==> src/hdl/lkv_pkg.sv <==
`timescale 1ns / 1ps

package lkv_pkg;

	localparam int DEF_ENTRIES    = 16;
	localparam int DEF_KEY_BITS   = 32;
	localparam int DEF_VALUE_BITS = 32;

	localparam int CAP_BITS   = 5;
	localparam int CAP_RESET  = 16;
	localparam int FIELD_BITS = 32;

	localparam logic [FIELD_BITS-1:0] MISS_VALUE = '1;

	typedef enum logic {
		OP_GET = 1'b0,
		OP_PUT = 1'b1
	} op_t;

	typedef struct packed {
		op_t                   op;
		logic [FIELD_BITS-1:0] key;
		logic [FIELD_BITS-1:0] value;
	} req_t;

	typedef struct packed {
		logic                  hit;
		logic                  evicted;
		logic [FIELD_BITS-1:0] read_value;
	} res_t;

endpackage

==> src/hdl/lkv_core.sv <==
`timescale 1ns / 1ps

module lkv_core import lkv_pkg::*; #(
	parameter int ENTRIES    = DEF_ENTRIES,
	parameter int KEY_BITS   = DEF_KEY_BITS,
	parameter int VALUE_BITS = DEF_VALUE_BITS
) (
	input  logic                clk,
	input  logic                arst_n,
	input  logic                step,
	input  req_t                req,
	input  logic [CAP_BITS-1:0] capacity,
	output res_t                res
);

	localparam int IDX_W = $clog2(ENTRIES);
	localparam int CNT_W = $clog2(ENTRIES + 1);
	localparam int CMP_W = (CNT_W > CAP_BITS) ? CNT_W : CAP_BITS;

	logic [KEY_BITS-1:0]   key_q [ENTRIES];
	logic [VALUE_BITS-1:0] val_q [ENTRIES];
	logic [IDX_W-1:0]      age_q [ENTRIES];
	logic [ENTRIES-1:0]    valid_q;
	logic [CNT_W-1:0]      fill_q;

	logic [KEY_BITS-1:0]   key_in;
	logic [VALUE_BITS-1:0] val_in;
	logic [ENTRIES-1:0]    match_vec;
	logic [ENTRIES-1:0]    lru_vec;
	logic [IDX_W-1:0]      hit_idx;
	logic [IDX_W-1:0]      free_idx;
	logic [IDX_W-1:0]      lru_idx;
	logic [IDX_W-1:0]      tgt_idx;
	logic [CNT_W-1:0]      rank;
	logic [CNT_W-1:0]      last_rank;
	logic [CMP_W-1:0]      cap_eff;
	logic                  hit_any;
	logic                  is_put;
	logic                  room;
	logic                  do_fill;
	logic                  do_evict;
	logic                  do_touch;

	assign key_in    = KEY_BITS'(req.key);
	assign val_in    = VALUE_BITS'(req.value);
	assign is_put    = (req.op == OP_PUT);
	assign last_rank = fill_q - CNT_W'(1);

	always_comb begin
		for (int i = 0; i < ENTRIES; i++) begin
			match_vec[i] = valid_q[i] && (key_q[i] == key_in);
			// Ranks are a permutation of 0..fill-1, so exactly one lane holds the oldest.
			lru_vec[i]   = valid_q[i] && (CNT_W'(age_q[i]) == last_rank);
		end
	end

	// Lowest-numbered lane wins in each search.
	always_comb begin
		hit_idx  = '0;
		free_idx = '0;
		lru_idx  = '0;
		for (int i = ENTRIES - 1; i >= 0; i--) begin
			if (match_vec[i]) begin
				hit_idx = IDX_W'(i);
			end
			if (!valid_q[i]) begin
				free_idx = IDX_W'(i);
			end
			if (lru_vec[i]) begin
				lru_idx = IDX_W'(i);
			end
		end
	end

	always_comb begin
		cap_eff = CMP_W'(capacity);
		if (cap_eff == '0) begin
			cap_eff = CMP_W'(1);
		end else if (cap_eff > CMP_W'(ENTRIES)) begin
			cap_eff = CMP_W'(ENTRIES);
		end
	end

	assign hit_any  = |match_vec;
	assign room     = CMP_W'(fill_q) < cap_eff;
	assign do_fill  = is_put && !hit_any && room;
	assign do_evict = is_put && !hit_any && !room;
	assign do_touch = hit_any || is_put;

	always_comb begin
		if (hit_any) begin
			tgt_idx = hit_idx;
		end else if (do_fill) begin
			tgt_idx = free_idx;
		end else begin
			tgt_idx = lru_idx;
		end
	end

	// A fresh or evicting put ages every other valid entry; a hit ages only the younger ones.
	assign rank = hit_any ? CNT_W'(age_q[hit_idx]) : fill_q;

	always_ff @(posedge clk or negedge arst_n) begin
		if (!arst_n) begin
			valid_q <= '0;
			fill_q  <= '0;
			for (int i = 0; i < ENTRIES; i++) begin
				age_q[i] <= '0;
			end
		end else if (step && do_touch) begin
			for (int i = 0; i < ENTRIES; i++) begin
				if (IDX_W'(i) == tgt_idx) begin
					age_q[i] <= '0;
				end else if (valid_q[i] && (CNT_W'(age_q[i]) < rank)) begin
					age_q[i] <= age_q[i] + IDX_W'(1);
				end
			end
			if (do_fill) begin
				valid_q[tgt_idx] <= 1'b1;
				fill_q           <= fill_q + CNT_W'(1);
			end
		end
	end

	always_ff @(posedge clk) begin
		if (step && is_put) begin
			val_q[tgt_idx] <= val_in;
			if (!hit_any) begin
				key_q[tgt_idx] <= key_in;
			end
		end
	end

	always_comb begin
		res.hit        = hit_any;
		res.evicted    = do_evict;
		res.read_value = MISS_VALUE;
		if (hit_any && !is_put) begin
			res.read_value = FIELD_BITS'(signed'(val_q[hit_idx]));
		end
	end

`ifndef SYNTH
	a_fill_matches_valid: assert property (@(posedge clk) disable iff (!arst_n)
		$countones(valid_q) == int'(fill_q))
		else $error("fill count disagrees with valid entries");

	a_key_unique: assert property (@(posedge clk) disable iff (!arst_n)
		$onehot0(match_vec))
		else $error("key present in more than one entry");

	a_one_oldest: assert property (@(posedge clk) disable iff (!arst_n)
		(fill_q != '0) |-> $onehot(lru_vec))
		else $error("recency ranks are not a permutation");

	a_evict_keeps_count: assert property (@(posedge clk) disable iff (!arst_n)
		(step && do_evict) |=> $stable(fill_q))
		else $error("eviction changed the fill count");

	a_evict_needs_entries: assert property (@(posedge clk) disable iff (!arst_n)
		(step && do_evict) |-> (fill_q != '0))
		else $error("eviction with an empty store");
`endif

endmodule

==> src/hdl/lru_key_value_cache.sv <==
`timescale 1ns / 1ps

// Channel   Direction  Handshake                  Payload
// s_*       in         s_tvalid / s_tready        tuser: op; tdata: lookup_key, write_value
// m_*       out        m_tvalid / m_tready        tuser: hit, evicted; tdata: read_value
// cfg_*     in         cfg_valid / cfg_ready      cfg_data: capacity
//
// An accepted item passes through the request register, then through the parallel key
// compare and rank update into the result register. One item per cycle is sustained
// while m_tready stays high; the store is read and updated in that single stage.
// Reset clears the valid bits, ranks and fill count at once and sets capacity to 16.
// A stalled result holds the result register; one more item may wait in the request register.

module lru_key_value_cache import lkv_pkg::*; #(
	parameter int ENTRIES    = DEF_ENTRIES,
	parameter int KEY_BITS   = DEF_KEY_BITS,
	parameter int VALUE_BITS = DEF_VALUE_BITS
) (
	input  logic                    clk,
	input  logic                    arst_n,
	input  logic                    s_tvalid,
	output logic                    s_tready,
	input  logic [2*FIELD_BITS-1:0] s_tdata,  // lookup_key, write_value
	input  logic                    s_tuser,  // op
	output logic                    m_tvalid,
	input  logic                    m_tready,
	output logic [FIELD_BITS-1:0]   m_tdata,  // read_value
	output logic [1:0]              m_tuser,  // hit, evicted
	input  logic                    cfg_valid,
	output logic                    cfg_ready,
	input  logic [CAP_BITS-1:0]     cfg_data
);

	req_t                req_s1;
	logic                valid_s1;
	res_t                res_q;
	logic                m_valid_q;
	logic [CAP_BITS-1:0] capacity_q;
	res_t                res_next;
	logic                out_free;
	logic                step;

	assign out_free  = !m_valid_q || m_tready;
	assign step      = valid_s1 && out_free;
	assign s_tready  = !valid_s1 || out_free;
	assign cfg_ready = 1'b1;

	always_ff @(posedge clk or negedge arst_n) begin
		if (!arst_n) begin
			capacity_q <= CAP_BITS'(CAP_RESET);
		end else if (cfg_valid) begin
			capacity_q <= cfg_data;
		end
	end

	always_ff @(posedge clk or negedge arst_n) begin
		if (!arst_n) begin
			valid_s1  <= 1'b0;
			m_valid_q <= 1'b0;
		end else begin
			if (s_tvalid && s_tready) begin
				valid_s1 <= 1'b1;
			end else if (step) begin
				valid_s1 <= 1'b0;
			end
			if (step) begin
				m_valid_q <= 1'b1;
			end else if (m_tready) begin
				m_valid_q <= 1'b0;
			end
		end
	end

	always_ff @(posedge clk) begin
		if (s_tvalid && s_tready) begin
			req_s1.op    <= op_t'(s_tuser);
			req_s1.key   <= s_tdata[FIELD_BITS-1:0];
			req_s1.value <= s_tdata[2*FIELD_BITS-1:FIELD_BITS];
		end
		if (step) begin
			res_q <= res_next;
		end
	end

	lkv_core #(
		.ENTRIES    (ENTRIES),
		.KEY_BITS   (KEY_BITS),
		.VALUE_BITS (VALUE_BITS)
	) u_core (
		.clk      (clk),
		.arst_n   (arst_n),
		.step     (step),
		.req      (req_s1),
		.capacity (capacity_q),
		.res      (res_next)
	);

	assign m_tvalid = m_valid_q;
	assign m_tdata  = res_q.read_value;
	assign m_tuser  = {res_q.evicted, res_q.hit};

endmodule

==> config.mk <==
export PLATFORM = sky130hd
export DESIGN_NAME = lru_key_value_cache
export DESIGN_NICKNAME = d
export VERILOG_FILES = /design/src/hdl/lkv_pkg.sv /design/src/hdl/lkv_core.sv /design/src/hdl/lru_key_value_cache.sv
export SDC_FILE = /design/constraint.sdc
export NUM_CORES = 2
export LEC_CHECK = 0
export ABC_CLOCK_PERIOD_IN_PS = 5500
export BUFFER_PORTS_ARGS = -buffer_cell sky130_fd_sc_hd__buf_2
export CORE_AREA = 2 2 328 330
export CTS_CLUSTER_SIZE = 25
export DETAILED_ROUTE_END_ITERATION = 12
export DIE_AREA = 0 0 330 332
export PLACE_DENSITY = 0.81
export SLEW_MARGIN = 20
export SYNTH_ARGS = -nofsm -noshare
export SYNTH_HDL_FRONTEND = slang
export SYNTH_SLANG_ARGS = --single-unit
==> constraint.sdc <==
create_clock -name clk -period 5.5 [get_ports clk]
set_clock_uncertainty 0.05 [all_clocks]
set_input_delay 0.275 -clock clk [delete_from_list [all_inputs] [get_ports clk]]
set_output_delay 0.275 -clock clk [all_outputs]
set_load 0.01 [all_outputs]
==> flow_summary.json <==
{
  "cts_tree": "built",
  "final_nets": 4687,
  "hold_violations": 0,
  "cp_slowest_cell": "or4_4",
  "drv_cap": 0,
  "arrival_ns": 6.30,
  "synth_top_area_share_pct": 60.4,
  "portBuffers": 110,
  "syn_nets": 4093,
  "gp_congestion": 0.977,
  "critical_path_class": "reg2reg",
  "netlist_area_um2": 55800,
  "clockBufferDepth": 3,
  "rsz0062_at_grt": "true",
  "preCtsSetupSlack_ns": -0.388,
  "worstMarginPinSlew_ns": 1.08,
  "hold_class": "in2async",
  "diodes": 0,
  "io_pins": 112,
  "grt_pass1_vias": 37100,
  "drtIter0Drc": 4649,
  "swShare_pct": 30.8,
  "drtAntennaViolNets": 0,
  "fmax_mhz": 175,
  "viasPerCell": 6.28,
  "switchingPower_w": 0.00826,
  "ys_ff_latch": 1215,
  "cpMostUsedCell": "a211oi_2",
  "crit_chain": "buf_4 > buf_12 > xor2_1 > nor4_1 > nand4_1 > or4_4 > o2111ai_4 > o31a_4 > buf_6 > and2_4 > a211oi_2 > a211oi_2 > a211oi_2 > or3_4 > buf_12 > buf_6 > ha_4 > a21o_1 > a21o_1 > a21oi_2 > o21a_1 > nand4_1 > or4_1 > o21ai_1",
  "fin_crit_sh_pct": 104,
  "clk_latency_ns": 0.75,
  "ir_drop_mv": 0.398,
  "ys_top_cells_by_area": "edfxtp_1, xor2_1, dfrtp_1, mux2i_1, xnor2_1",
  "pwr-share-seq_pct": 42.7,
  "syn_area_per_cell_um2": 14.1,
  "placed_area_um2": 61200,
  "vias": 38000,
  "p_per_area_nw_per_um2": 396,
  "violations": "DRC, setup timing",
  "worst-path-max-fanout": 14,
  "synthFlopType": "edfxtp_1",
  "routed_wl_um": 160000,
  "dieArea_um2": 110000,
  "wl_per_cell_um": 26.5,
  "relSlewSlack_pct": 28.0,
  "multi_input_area_um2": 19800,
  "syn2layout_area_growth_pct": 21.6,
  "grt_remaining_overflow": 0,
  "synth_commonest_cells": "edfxtp_1, xor2_1, nand2_1",
  "status": "finished, violations left",
  "fp.dieW_um": 330,
  "p_leak_nw": 24.7,
  "drc": 7,
  "cp-end-kind": "flop",
  "cts_max_level": 3,
  "synthesis.instances": 3948,
  "n_fill_cell": 7219,
  "cts_buffers": 120,
  "clkPwrFrac_pct": 30.6,
  "critPathLaunchType": "flop",
  "finalMaxSlewViolations": 0,
  "clkSinkCount": 1215,
  "yosysMostFrequentCell": "edfxtp_1",
  "finalSetupViolCount": 44,
  "hold_slack_ns": 0.0377,
  "yosys_warnings": 0,
  "synth-edff-count": 1123,
  "synth_cell_types": 85,
  "clk_pin_slew_ns": 0.07,
  "period_minus_slack_ns": 5.72,
  "grt_max_degree": 98,
  "yosys.area.top_type": "edfxtp_1",
  "track_usage_pct": 28.3,
  "dp_hpwl_um": 99500,
  "internal-power_w": 0.0186,
  "final_area_um2": 67900,
  "grt_pass1_wl_um": 233000,
  "cpPeakStageDelay_ns": 0.60,
  "dr.pass1.iters": 10,
  "start_util_pct": 52.5,
  "drive_gt1_share_pct": 22.6,
  "regArea_um2": 36000,
  "ys_seq_area_share_pct": 64.5,
  "coreArea_um2": 106000,
  "dieHeight_um": 332,
  "setup_tns_ns": -3.72,
  "setup_ws_ns": -0.218,
  "antenna_found_initial": 2,
  "ctsRootBufferMaster": "clkbuf_16",
  "combPwrFrac_pct": 26.7,
  "async_reset_ff_share_pct": 7.57,
  "rows": 120,
  "cp.required_ns": 6.08
}
## area by class of cell
| cell class | count | area share, % |
|---|---|---|
| multi-input cells | 2484 | 29.2 |
| inverters | 50 | 0.280 |
| clock inverters | 80 | 1.22 |
| well taps | 1403 | 2.59 |
| clock buffers | 142 | 4.56 |
| repair buffers | 671 | 9.08 |
| flip-flops and latches | 1215 | 53.1 |
## worst paths after layout
check	end	slack [ns]	start	cells past startpoint
setup / recovery	u_core.age_q[27]	-0.22	req_s1[34]	24
hold / removal	u_core.age_q[3]	0.04	arst_n	2
setup reg to reg	u_core.age_q[27]	-0.22	req_s1[34]	24
hold reg to reg	m_tvalid	0.44	valid_s1	1
max in group asynchronous	u_core.age_q[24]	4.19	arst_n	3
min in group clk	req_s1[59]	0.19	s_tdata[27]	2
## what timing repair did
item	4_1_cts	5_1_grt
endpoints found under the setup margin	65	74
hold endpoints to repair	111	0
hold buffers	80	0
gates cloned	1	2
gates resized for setup	43	227
pin swaps	15	98
buffers inserted	25	47
## cell usage in the layout (no fill, tap or decap), drive strengths merged, types with 80 or more instances in the layout
master and count:
o21ai 114, buf 587, nor2 81, xnor2 155, xor2 406, a211oi 147
clkbuf 145, nor4 180, mux2i 221, nand2 228, edfxtp 1123, dfrtp 91
o211ai 92, nand4 93, dlygate4sd3 80
## per-stage QoR
stage	total power (W)	utilization (%)	std cells
3_5_place_dp	0.0178	57.5	5669
4_1_cts	0.0261	62.4	5997
6_report	0.0269	63.9	6045
3_3_place_gp	0.0176	57.5	5669
5_1_grt	0.0278	63.9	6045
2_1_floorplan	0.0152	-	3948
## kinds of logic (layout without fill, tap and decap cells)
logic type | count (synthesis) | in the layout | synth area share, %
buffers and inverters | 249 | 943 | 2.49
flip-flops | 1215 | 1215 | 64.5
AND/OR/NAND/NOR | 983 | 983 | 9.82
adder cells (fa/ha/maj) | 70 | 70 | 1.57
XOR/XNOR | 576 | 576 | 9.42
multiplexers | 260 | 260 | 4.75
other | 1 | 1 | 0.00672
AO/OA/AOI/OAI | 594 | 594 | 7.43
## power groups by stage
stage                     sequential [W]  combinational (W)  clock, W
after floorplan                   0.0114            0.00374         0
after global placement            0.0116            0.00606         0
after detailed placement          0.0116            0.00622         0
after CTS                         0.0114            0.00639   0.00826
after global routing              0.0115            0.00764   0.00862
final                             0.0115            0.00717   0.00822
## routing by layer
layer / track usage (%) / part of all wire, %
met1: 39.3 / 39
met2: 45.2 / 48
met3: 4.00 / 9.4
met4: 10.9 / 4.1
met5: 0 / 0
## state kept, by name, indices dropped and copies added, names as in the netlist
register,cells
u_core.key_q,512
u_core.fill_q,5
valid_s1,1
m_tuser,2
m_tdata,32
req_s1,65
u_core.valid_q,16
capacity_q,5
u_core.age_q,64
u_core.val_q,512
m_tvalid,1
## worst max-delay path: cells and delay by family, from the launching register on
kind                     cells  cell delay [ns]
buffers and inverters        5             0.84
adder cells (fa/ha/maj)      1             0.21
flip-flops                   1             0.39
AO/OA/AOI/OAI               10             1.56
XOR/XNOR                     1             0.21
AND/OR/NAND/NOR              7             2.35
Note: power is estimated with default switching activity, not from simulation.
